## src/design/utcld_pkg.sv

```systemverilog
package utcld_pkg;

   localparam int YearWidth   = 12;
   localparam int MonthWidth  = 4;
   localparam int DayWidth    = 5;
   localparam int HourWidth   = 5;
   localparam int MinuteWidth = 6;
   localparam int SecondWidth = 6;

   localparam int ZoneHoursWidth = 4;
   localparam int CsrIndexWidth  = 1;
   localparam int CsrDataWidth   = 4;

   localparam logic [ZoneHoursWidth-1:0] MaxZoneHours = 4'd12;
   localparam logic [HourWidth:0]        HoursPerDay  = 6'd24;

   localparam logic [MonthWidth-1:0] January  = 4'd1;
   localparam logic [MonthWidth-1:0] February = 4'd2;
   localparam logic [MonthWidth-1:0] April    = 4'd4;
   localparam logic [MonthWidth-1:0] June     = 4'd6;
   localparam logic [MonthWidth-1:0] September = 4'd9;
   localparam logic [MonthWidth-1:0] November = 4'd11;
   localparam logic [MonthWidth-1:0] December = 4'd12;

   localparam logic [DayWidth-1:0] FirstDay = 5'd1;
   localparam logic [DayWidth-1:0] LastDayLong = 5'd31;

   typedef enum logic [CsrIndexWidth-1:0] {
      CSR_ZONE_HOURS = 1'b0,
      CSR_ZONE_EAST  = 1'b1
   } csr_index_type;

   typedef struct packed {
      logic [YearWidth-1:0]   utc_year;
      logic [MonthWidth-1:0]  utc_month;
      logic [DayWidth-1:0]    utc_day;
      logic [HourWidth-1:0]   utc_hour;
      logic [MinuteWidth-1:0] utc_minute;
      logic [SecondWidth-1:0] utc_second;
   } req_type;

   typedef struct packed {
      logic [YearWidth-1:0]   local_year;
      logic [MonthWidth-1:0]  local_month;
      logic [DayWidth-1:0]    local_day;
      logic [HourWidth-1:0]   local_hour;
      logic [MinuteWidth-1:0] local_minute;
      logic [SecondWidth-1:0] local_second;
   } rsp_type;

   // year / 4 is a multiple of 25: compare against every multiple in range
   function automatic logic is_century(input logic [YearWidth-1:0] y);
      logic hit;
      hit = 1'b0;
      for (int k = 0; k * 25 < (1 << (YearWidth - 2)); k++) begin
         if (y[YearWidth-1:2] == (YearWidth-2)'(k * 25)) begin
            hit = 1'b1;
         end
      end
      return hit && (y[1:0] == 2'b00);
   endfunction

   // year / 16 is a multiple of 25
   function automatic logic is_quad_century(input logic [YearWidth-1:0] y);
      logic hit;
      hit = 1'b0;
      for (int k = 0; k * 25 < (1 << (YearWidth - 4)); k++) begin
         if (y[YearWidth-1:4] == (YearWidth-4)'(k * 25)) begin
            hit = 1'b1;
         end
      end
      return hit && (y[3:0] == 4'b0000);
   endfunction

   function automatic logic is_leap(input logic [YearWidth-1:0] y);
      return (y[1:0] == 2'b00) && (is_quad_century(y) || !is_century(y));
   endfunction

   function automatic logic [DayWidth-1:0] month_days(
      input logic [MonthWidth-1:0] m,
      input logic                  leap
   );
      logic [DayWidth-1:0] days;
      case (m)
         April, June, September, November: days = 5'd30;
         February: days = leap ? 5'd29 : 5'd28;
         default:  days = LastDayLong;
      endcase
      return days;
   endfunction

endpackage

```

## src/design/utc_to_local_date_time_core.sv

```systemverilog
// Channel   Direction  Handshake             Payload
// req_      in         req_valid/req_stall   req_data  (utcld_pkg::req_type)
// rsp_      out        rsp_valid/rsp_stall   rsp_data  (utcld_pkg::rsp_type)
// csr_      in         csr_write             csr_index, csr_data
//
// One transaction per cycle while req_stall is low.
// Input register feeds one pass of calendar logic into the result register.
// req_stall rises only when both registers hold a transaction and rsp_stall is high.
// Synchronous reset empties both registers, zone_hours to 0 and zone_east to 1.
module utc_to_local_date_time_core (
   input  logic                               clock,
   input  logic                               reset,
   input  logic                               req_valid,
   output logic                               req_stall,
   input  utcld_pkg::req_type                 req_data,
   output logic                               rsp_valid,
   input  logic                               rsp_stall,
   output utcld_pkg::rsp_type                 rsp_data,
   input  logic                               csr_write,
   input  logic [utcld_pkg::CsrIndexWidth-1:0] csr_index,
   input  logic [utcld_pkg::CsrDataWidth-1:0]  csr_data
);
   import utcld_pkg::*;

   logic [ZoneHoursWidth-1:0] zone_hours_ff;
   logic                      zone_east_ff;

   logic    req_valid_ff;
   req_type req_ff;
   logic    rsp_valid_ff;
   rsp_type rsp_ff;
   rsp_type rsp_in;
   logic    rsp_free;

   assign rsp_free  = !rsp_valid_ff || !rsp_stall;
   assign req_stall = req_valid_ff && !rsp_free;
   assign rsp_valid = rsp_valid_ff;
   assign rsp_data  = rsp_ff;

   always_ff @(posedge clock) begin
      if (reset) begin
         zone_hours_ff <= '0;
         zone_east_ff  <= 1'b1;
      end else if (csr_write) begin
         case (csr_index_type'(csr_index))
            CSR_ZONE_HOURS: zone_hours_ff <= csr_data[ZoneHoursWidth-1:0];
            CSR_ZONE_EAST:  zone_east_ff  <= csr_data[0];
            default: ;
         endcase
      end
   end

   always_comb begin
      logic [YearWidth-1:0]  yy;
      logic [MonthWidth-1:0] mo;
      logic [DayWidth-1:0]   dd;
      logic [HourWidth:0]    sum;
      logic [HourWidth:0]    hh_wide;
      logic [HourWidth:0]    g_wide;
      logic                  month_ok;
      logic                  leap;
      logic [MonthWidth-1:0] mo_prev;

      yy       = req_ff.utc_year;
      mo       = req_ff.utc_month;
      dd       = req_ff.utc_day;
      hh_wide  = {1'b0, req_ff.utc_hour};
      g_wide   = (HourWidth+1)'(zone_hours_ff);
      sum      = hh_wide + g_wide;
      month_ok = (mo >= January) && (mo <= December);
      leap     = is_leap(yy);
      mo_prev  = mo - 4'd1;

      rsp_in.local_hour   = req_ff.utc_hour;
      rsp_in.local_minute = req_ff.utc_minute;
      rsp_in.local_second = req_ff.utc_second;

      if (zone_hours_ff != '0 && zone_hours_ff <= MaxZoneHours) begin
         if (zone_east_ff) begin
            if (sum < HoursPerDay) begin
               rsp_in.local_hour = sum[HourWidth-1:0];
            end else begin
               rsp_in.local_hour = HourWidth'(sum - HoursPerDay);
               if (month_ok) begin
                  if (dd < month_days(mo, leap)) begin
                     dd = dd + 5'd1;
                  end else begin
                     dd = FirstDay;
                     if (mo == December) begin
                        mo = January;
                        yy = yy + 12'd1;
                     end else begin
                        mo = mo + 4'd1;
                     end
                  end
               end
            end
         end else begin
            if (hh_wide >= g_wide) begin
               rsp_in.local_hour = HourWidth'(hh_wide - g_wide);
            end else begin
               rsp_in.local_hour = HourWidth'(hh_wide + HoursPerDay - g_wide);
               if (month_ok) begin
                  if (dd > FirstDay) begin
                     dd = dd - 5'd1;
                  end else if (mo == January) begin
                     mo = December;
                     dd = LastDayLong;
                     yy = yy - 12'd1;
                  end else begin
                     mo = mo_prev;
                     dd = month_days(mo_prev, leap);
                  end
               end
            end
         end
      end

      rsp_in.local_year  = yy;
      rsp_in.local_month = mo;
      rsp_in.local_day   = dd;
   end

   always_ff @(posedge clock) begin
      if (reset) begin
         req_valid_ff <= 1'b0;
      end else if (!req_stall) begin
         req_valid_ff <= req_valid;
      end
      if (!req_stall && req_valid) begin
         req_ff <= req_data;
      end
   end

   always_ff @(posedge clock) begin
      if (reset) begin
         rsp_valid_ff <= 1'b0;
      end else if (rsp_free) begin
         rsp_valid_ff <= req_valid_ff;
      end
      if (rsp_free && req_valid_ff) begin
         rsp_ff <= rsp_in;
      end
   end

endmodule

```

## config.mk

```make
export PLATFORM = sky130hd
export DESIGN_NAME = utc_to_local_date_time_core
export DESIGN_NICKNAME = d
export VERILOG_FILES = /design/src/design/utcld_pkg.sv /design/src/design/utc_to_local_date_time_core.sv
export SDC_FILE = /design/constraint.sdc
export NUM_CORES = 1
export LEC_CHECK = 0
export BUFFER_PORTS_ARGS = -buffer_cell sky130_fd_sc_hd__buf_2
export CAP_MARGIN = 20
export CORE_ASPECT_RATIO = 0.8
export CORE_MARGIN = 2
export CORE_UTILIZATION = 57
export CTS_CLUSTER_DIAMETER = 150
export DETAILED_ROUTE_END_ITERATION = 16
export GPL_TIMING_DRIVEN = 0
export PLACE_DENSITY_LB_ADDON = 0.1
export SYNTH_ARGS = -nofsm -noshare
export SYNTH_HDL_FRONTEND = slang
export SYNTH_SLANG_ARGS = --single-unit
```

## constraint.sdc

```tcl
create_clock -name clock -period 6.3 [get_ports clock]
set_clock_uncertainty 0.1 [all_clocks]
set_input_delay 1.575 -clock clock [delete_from_list [all_inputs] [get_ports clock]]
set_output_delay 1.575 -clock clock [all_outputs]
set_load 0.01 [all_outputs]
```

* After elaboration in Yosys (flattened, before gate mapping)
Index checks and enable logic that the tools add are counted.
** Storage, ports and cells
- Logic and storage cells :: 213
- Bits in registers :: 83
- Output and inout bits :: 40
** Operators by class
- Reductions and logical operators :: 24
- Add/sub/neg operators :: 11
- Muxes and demuxes :: 92
- Equality and inequality tests :: 62
- Order comparisons :: 7
- Bitwise gates (word level) :: 1
** Operators by type and width (count)
- == test 10 bit (second input constant) :: 20
- 2-to-1 mux 12 bit :: 10
- == test 10 x 9 -> 1 bit (second input constant) :: 10
- 2-to-1 mux 5 bit :: 16
- 2-to-1 mux 1 bit :: 53
- == test 10 x 8 -> 1 bit (second input constant) :: 5
- == test 8 bit (second input constant) :: 5
- 2-to-1 mux 4 bit :: 10
- == test 10 x 7 -> 1 bit (second input constant) :: 3
- == test 8 x 7 -> 1 bit (second input constant) :: 3
- == test 4 bit (second input constant) :: 5
- == test 4 x 3 -> 1 bit (second input constant) :: 4
- adder 12 x 1 -> 12 bit (second input constant) :: 1
- subtractor 12 x 1 -> 12 bit (second input constant) :: 1
- == test 10 x 5 -> 1 bit (second input constant) :: 1
- == test 10 x 6 -> 1 bit (second input constant) :: 1
- zero test 10 bit :: 1
- subtractor 5 x 4 -> 5 bit :: 2
- == test 4 x 2 -> 1 bit (second input constant) :: 2
- == test 8 x 5 -> 1 bit (second input constant) :: 1
- == test 8 x 6 -> 1 bit (second input constant) :: 1
- less-or-equal comparator 4 bit (second input constant) :: 2
- logical AND 1 bit :: 8
- zero test 8 bit :: 1
- 23 further kinds :: 31

* Logic depth before layout (Yosys ltp)
Gate-level depths: netlist (run 1).
- Depth in word-level cells :: 58
- Depth in mapped cells :: 13
- Depth with buffers taken out :: 12

* Worst setup path after synthesis (run 1)
No wires, ideal clock.
- Path type :: input -> register
- Start :: in rsp_stall
- End :: reg rsp_ff, in the netlist rsp_data[0] (enable)
- Required time :: 5.709 ns
- Arrival :: 4.382 ns
- Setup time :: 0.491 ns
- Path slack :: 1.327 ns
- Stages :: 1
- Buffers on the path :: 0
- Cells stage by stage :: a21boi_0
** On the way
- Longest elaborated chain between the ends :: 3
** RTL lines
- from (decl) :: RTL line utc_to_local_date_time_core.sv:17 : input logic rsp_stall,
- zero test 1 bit :: RTL line utc_to_local_date_time_core.sv:35 : assign rsp_free = !rsp_valid_ff || !rsp_stall;
- logical OR 1 bit :: RTL line utc_to_local_date_time_core.sv:35
- logical AND 1 bit :: RTL line utc_to_local_date_time_core.sv:141 : if (rsp_free && req_valid_ff) begin
- to (signal assigned) :: RTL line utc_to_local_date_time_core.sv:142 : rsp_ff <= rsp_in;
- to (decl) :: RTL line utc_to_local_date_time_core.sv:31 : rsp_type rsp_ff;
No other way between the ends.
A chain may end at the register's enable or synchronous reset.

* Final worst setup path (run 1)
- Start :: in rsp_stall
- End :: out req_stall
** On the way
- Longest elaborated chain between the ends :: 4
** RTL lines
- zero test 1 bit :: RTL line utc_to_local_date_time_core.sv:35
- logical OR 1 bit :: RTL line utc_to_local_date_time_core.sv:35
- zero test 1 bit :: RTL line utc_to_local_date_time_core.sv:36 : assign req_stall = req_valid_ff && !rsp_free;
- logical AND 1 bit :: RTL line utc_to_local_date_time_core.sv:36
- to (decl) :: RTL line utc_to_local_date_time_core.sv:14 : output logic req_stall,
No other way between the ends.

==> out/qor.yml, run 1 <==
yosys:
  synthCells: 539
  ys_warn_count: 0
  ys_async_sr_fraction_pct: 0
  synth_edf_count: 76
  ys_seq_area_share_pct: 45.35
  syn_area_mm2: 0.005341
  synth_seq_cells: 83
  ys.flop_type: "edfxtp_1"
  ys_types: 69
  syn_area_per_cell_um2: 9.910
  synth_fp_nets: 617
critical_path:
  cp.required_ns: 4.62
  critPathSlowestCell: "and3_1"
  cp_max_fo: 3
  reg2reg_from: "zone_hours_ff[2]"
  path_common_cell: "buf_2"
  start_kind: "input pin"
  critical_path_class: "in -> out"
  critPathCaptureType: "output pin"
  path_cells: "buf_2, and3_1, buf_2"
  arrival_ns: 2.13
  slowest_delay_ns: 0.26
  critPathLaunch: "rsp_stall"
global_routing:
  grt_max_degree: 31
  grtUsageTotal_pct: 27.22
  grt_pass1_wl_mm: 21.93
  overflow: 0
  grt_pass1_vias: 4283
  antenna_found_initial: 0
routing:
  routedWlPerCell_um: 17.75
  via_per_inst: 6.113
  num_vias: 4640
  drc: 0
  ant_nets: 0
  drt_wl_total_mm: 13.47
  firstDrtPassIters: 5
  first_iter_violations: 393
placed_design:
  place_hpwl_mm: 9.870
  port_buffers: 87
  place.gp.congestion: 0.9107
  dpl.cell_count: 743
timing:
  whs_ns: 0.3178
  finalMaxSlewViolations: 0
  tns_ns: 0
  clock.fmax_mhz: 262.9
  hold_viol_final: 0
  tightest_slew_ns: 0.7531
  setup_viol: 0
  slew_headroom_pct: 49.46
  rsz0062_at_grt: "false"
  timing.final.crit_period_ns: 3.804
  fin_crit_sh_pct: 60.38
pwr:
  p_sw_share_pct: 27.42
  p_per_area_mw_per_mm2: 228.0
  p_seq_share_pct: 45.9
  p_leak_nw: 2.402
  comb_power_share_pct: 17.6
  p_clk_share_pct: 36.5
  internal_power_mw: 1.040
  vdd_drop_max_mv: 0.2602
  p_switching_mw: 0.3929
clock_network:
  clock_latency_ns: 0.34
  cts.sinks: 83
  cts.path.max_buffers: 2
  htreeDepth: 3
  clock-root-buffer: "clkbuf_16"
  cts_buffers: 9
  clk_pin_slew_ns: 0.06
  ctsResizeCount: 0
  cts_tree: "built"
  ctsHoldBuffers: 0
  post_cts_buffers: 0
worst_hold_path:
  holdCritPathClass: "reg -> reg"
  hp-start: "req_ff[8]"
floorplan:
  core.rowCount: 31
  die-area_mm2: 0.01017
  die_width_um: 112.2
  core_mm2: 0.009076
  die_y_um: 90.59
  io_pins: 88
  start_util_pct: 58.85
run_status:
  status: "finished, final reports clean"
final_layout:
  antenna_cells: 0
  drive_above_1_share_pct: 21.43
  area_delta_synth_final_pct: 17.66
  fin_nets: 717
  final_cells: 759
run:
  cap_violations: 0
## worst paths after layout
check	depth (start not counted)	slack, ns	endpoint
max	3	2.50	req_stall
min	0	0.32	rsp_data[8]
max reg2reg	10	2.54	rsp_data[34]
min reg2reg	0	0.32	rsp_data[8]
## cells in the mapped netlist (6+ instances only)
| master | number | area (um^2) |
|---|---|---|
| nand2b_1 | 6 | 37.54 |
| o21ai_0 | 23 | 115.1 |
| nor2_1 | 55 | 206.5 |
| nor3_1 | 16 | 80.08 |
| nor4b_1 | 6 | 52.55 |
| nand4_1 | 10 | 62.56 |
| o22ai_1 | 8 | 50.05 |
| and2_1 | 6 | 37.54 |
| nand3b_1 | 6 | 45.04 |
| a211oi_1 | 7 | 52.55 |
| nand3_1 | 15 | 75.07 |
| edfxtp_1 | 76 | 2282 |
| ha_1 | 25 | 312.8 |
| nand2_1 | 36 | 135.1 |
| inv_1 | 27 | 101.4 |
| a21oi_1 | 37 | 185.2 |
| dfxtp_1 | 7 | 140.1 |
| and3_1 | 7 | 43.79 |
| a31oi_1 | 10 | 62.56 |
| buf_2 | 17 | 85.08 |
| clkbuf_1 | 15 | 56.30 |
| xor2_1 | 6 | 52.55 |
| xnor2_1 | 11 | 96.34 |
| nor4_1 | 10 | 62.56 |
## final cells by class
cell class,count,area [um^2]
fillers,704,2791
multi-input cells,393,2669
flip-flops and latches,83,2422
repair buffers,89,483.0
clock buffers,9,225.2
plain buffers,36,167.7
well taps,115,143.9
inverters,27,101.3
clock inverters,7,72.57
## cell usage in the layout, fill, tap and decap left out, types with 10 or more instances in the layout
master / count
o21ai_0: 23
nor4_1: 10
nand4_1: 10
nand3_1: 15
a21oi_1: 37
xnor2_1: 11
nor3_1: 16
edfxtp_1: 76
a31oi_1: 10
inv_1: 27
clkbuf_1: 15
ha_1: 25
nand2_1: 36
buf_2: 104
nor2_1: 55
## metrics by stage
step,power [mW],worst slack [ns],instance area [um^2],utilization [%]
finish,1.433,2.496,6285,69.24
global route,1.489,2.281,6285,69.24
CTS,1.439,2.493,6285,69.24
detailed placement,0.9140,2.499,5987,65.96
global placement,0.9069,-0.01101,5921,65.23
floorplan,0.8294,1.327,5341,-
## cells by family after synthesis
group	count (synthesis)	synth area share [%]
AND/OR/NAND/NOR	203	20.31
flip-flops	83	45.35
buffers and inverters	63	5.036
adder cells (fa/ha/maj)	30	7.730
multiplexers	7	1.382
AO/OA/AOI/OAI	136	17.41
XOR/XNOR	17	2.787
## flip-flops by register name, indices dropped and copies added, names as in the netlist
signal / cells
zone_east_ff: 1
req_valid_ff: 1
rsp_valid: 1
req_ff: 38
zone_hours_ff: 4
rsp_data: 38
## worst max-delay path, delay by kind of cell
| kind | cells | cell delay [ns] |
|---|---|---|
| buffers and inverters | 2 | 0.29 |
| AND/OR/NAND/NOR | 1 | 0.26 |
## metal layers
| metal | wire, um | vias to the layer above | part of all wire (%) | GRT usage [%] |
|---|---|---|---|---|
| li1 | - | 2229 | - | - |
| met1 | 6227 | 2149 | 46 | 41.58 |
| met2 | 5770 | 243 | 43 | 37.55 |
| met3 | 1289 | 19 | 9.6 | 7.181 |
| met4 | 183 | 0 | 1.4 | 8.943 |
| met5 | 0 | - | 0 | 0 |
## power groups by stage
stage          combinational [mW]  sequential [mW]  clock (mW)
6_report                    0.252            0.658       0.523
5_1_grt                     0.276            0.662       0.552
2_1_floorplan               0.156            0.674           0
3_5_place_dp                0.245            0.669           0
4_1_cts                     0.246            0.658       0.535
3_3_place_gp                0.236            0.671           0
No activity file was read; power rests on OpenSTA's default activity.
==> run 2: changes to the inputs <==
--- a/config.mk
+++ b/config.mk
@@ -9,7 +9,7 @@
 export CAP_MARGIN = 20
 export CORE_ASPECT_RATIO = 0.8
 export CORE_MARGIN = 2
-export CORE_UTILIZATION = 57
+export CORE_UTILIZATION = 52
 export CTS_CLUSTER_DIAMETER = 150
 export DETAILED_ROUTE_END_ITERATION = 16
 export GPL_TIMING_DRIVEN = 0
==> constraint.sdc (replaced) <==
create_clock -name clock -period 3.2 [get_ports clock]
set_clock_uncertainty 0.1 [all_clocks]
set_input_delay 0.8 -clock clock [delete_from_list [all_inputs] [get_ports clock]]
set_output_delay 0.8 -clock clock [all_outputs]
set_load 0.01 [all_outputs]
==> run 2 against run 1 <==
The flow now finishes with violations (negative setup slack); sequential cell count is the same; final cell count rose by 5.5%; core utilization down 3.0 points; non-clock buffer count grew 17; clock power is 100% higher; count of clock-buffer cells in the layout is the same; largest power group unchanged.
==> out/qor.yml, run 2 (same netlist as run 1, synthesis figures left out) <==
run_status:
  status: "finished, violations left"
  violations: "negative setup slack"
clock_network:
  clk_pin_slew_ns: 0.07  # about the same
  htreeDepth: 3  # unchanged
  cts_tree: "built"
  cts_buffers: 9  # unchanged
  cts.path.max_buffers: 2  # unchanged
  cts.sinks: 83  # unchanged
  clock-root-buffer: "clkbuf_16"
  clock_latency_ns: 0.34  # about the same
  ctsHoldBuffers: 0  # unchanged
critical_path:
  cp.required_ns: 3.18  # -1.44 ns
  arrival_ns: 3.22  # +1.09 ns
  rrSetupSlack_ns: -0.04  # -2.58 ns
  cp_max_fo: 6  # +3
  critical_path_class: "reg -> reg"
  reg2reg_from: "req_ff[34]"
  critPathCaptureType: "flop"
  timing.rr.end: "rsp_data[25]"
  start_kind: "flop"
  r2r_cells: 11  # +1
final_layout:
  final_cell_mix: "buf_2, edfxtp_1, nor2_1"
  drive_above_1_share_pct: 29.05  # +7.6 points
  final_cells: 801  # +5.5%
  post-route-util_pct: 66.23  # -3.0 points
  stdcell_area_mm2: 0.006700  # +6.6%
  layout_commonest_cell: "buf_2"
  area_delta_synth_final_pct: 25.44
  fin_nets: 734  # +2.4%
  antenna_cells: 0  # unchanged
floorplan:
  die_y_um: 94.65  # +4.5%
  core.rowCount: 33  # +6.5%
  core_mm2: 0.01012  # +11%
  start_util_pct: 52.80  # -6.0 points
  io_pins: 88  # unchanged
  die_width_um: 117.3  # +4.5%
  die-area_mm2: 0.01110  # +9.2%
routing:
  routedWlPerCell_um: 18.19  # +2.5%
  ant_nets: 0  # unchanged
  num_vias: 4828  # +4.1%
  first_iter_violations: 389  # -1.0%
  via_per_inst: 6.027  # -1.4%
  drc: 0  # unchanged
  firstDrtPassIters: 5  # unchanged
  drt_wl_total_mm: 14.57  # +8.2%
timing:
  hold_viol_final: 0  # unchanged
  tightest_slew_ns: 0.8149  # +0.06181 ns
  finalMaxSlewViolations: 0  # unchanged
  fin_crit_sh_pct: 101.2
  clock.fmax_mhz: 308.7
  tns_ns: -0.03890  # -0.03890 ns
  slew_headroom_pct: 45.54  # -3.9 points
  setup_slack_ns: -0.03890  # -2.535 ns
  timing.final.crit_period_ns: 3.239
  rsz0062_at_grt: "true"
  whs_ns: 0.3208  # +0.002985 ns
  setup_viol: 1  # +1
global_routing:
  antenna_found_initial: 0  # unchanged
  overflow: 0  # unchanged
  grt_pass1_wl_mm: 22.33  # +1.8%
  grtUsageTotal_pct: 25.85  # -1.4 points
  grt_max_degree: 26  # -16%
  grt_pass1_vias: 4331  # +1.1%
pwr:
  p_per_area_mw_per_mm2: 434.7  # +91%
  fin_total_pwr_mw: 2.912  # +100%
  vdd_drop_max_mv: 0.3314  # +27%
  p_leak_nw: 2.540  # +5.7%
placed_design:
  placed_cell_area_mm2: 0.006018  # +0.52%
  place_hpwl_mm: 10.15  # +2.8%
  place.gp.congestion: 0.9305  # +2.2%
  port_buffers: 87  # unchanged
  dpl.cell_count: 768  # +3.4%
  dpl_worst_slack_ns: -0.5056  # -3.004 ns
worst_hold_path:
  hp-start: "req_ff[11]"
  hold_depth: 0  # unchanged
  holdCritPathClass: "reg -> reg"
  min_to: "rsp_data[11]"
run:
  cap_violations: 0  # unchanged
[run 2: changes by cell type in the layout (fill, tap and decap cells not counted), moves of 3 or more]
| cell | previous run | this run |
|---|---|---|
| buf_6 | 1 | 5 |
| clkbuf_1 | 15 | 12 |
| a21oi_1 | 37 | 34 |
| buf_2 | 104 | 94 |
| a211oi_1 | 7 | 4 |
| clkbuf_4 | 0 | 6 |
| buf_4 | 1 | 18 |
| clkbuf_2 | 0 | 3 |
| a211oi_2 | 0 | 3 |
[run 2: power breakdown]
group	total, mW	internal, mW	switching (mW)
clock network	1.06	0.615	0.444
logic	0.556	0.213	0.343
registers	1.30	1.26	0.0372
[run 2: timing repair]
action,CTS,global route
resized for setup,14,52
buffers inserted,6,11
pin swaps,5,17
setup endpoints to repair,21,18
[run 2: cell type report]
type	count	area (um^2)
Buffer	36	207.7
Clock buffer	9	225.2
Clock inverter	7	81.33
Fill cell	800	3416
Inverter	27	101.3
Multi-Input combinational cell	393	2861
Sequential cell	83	2425
Tap cell	140	175.2
Timing Repair Buffer	106	623.1
[run 2: per-layer routing]
layer	share of wire (%)	vias up	global-route usage [%]
li1	-	2264	-
met1	45	2261	37.12
met2	43	278	38.65
met3	10	25	6.401
met4	1.7	0	8.434
met5	0	-	0
[run 2: worst max path at each step]
stage / depth (start not counted) / to / start / slack [ns]
finish: 11 / rsp_data[25] / req_ff[34] / -0.04
global route: 14 / rsp_data[20] / req_ff[12] / -0.13
global placement: 2 / rsp_data[0] / rsp_stall / -1.13
detailed placement: 10 / rsp_data[34] / zone_hours_ff[2] / -0.51
floorplan: 1 / rsp_data[0] / rsp_stall / 0.01
CTS: 10 / rsp_data[32] / req_ff[34] / 0.007
[run 2: worst max-delay path, cell delays in order, from the launching register on]
cell       delay (ns)
edfxtp_1         0.38
buf_6            0.14
or4b_4           0.55
a2111oi_4        0.41
nor4_2           0.10
a31oi_2          0.15
a32oi_2          0.13
o21ai_4          0.26
and2_4           0.18
buf_6            0.12
a31oi_4          0.07
a311o_1          0.38
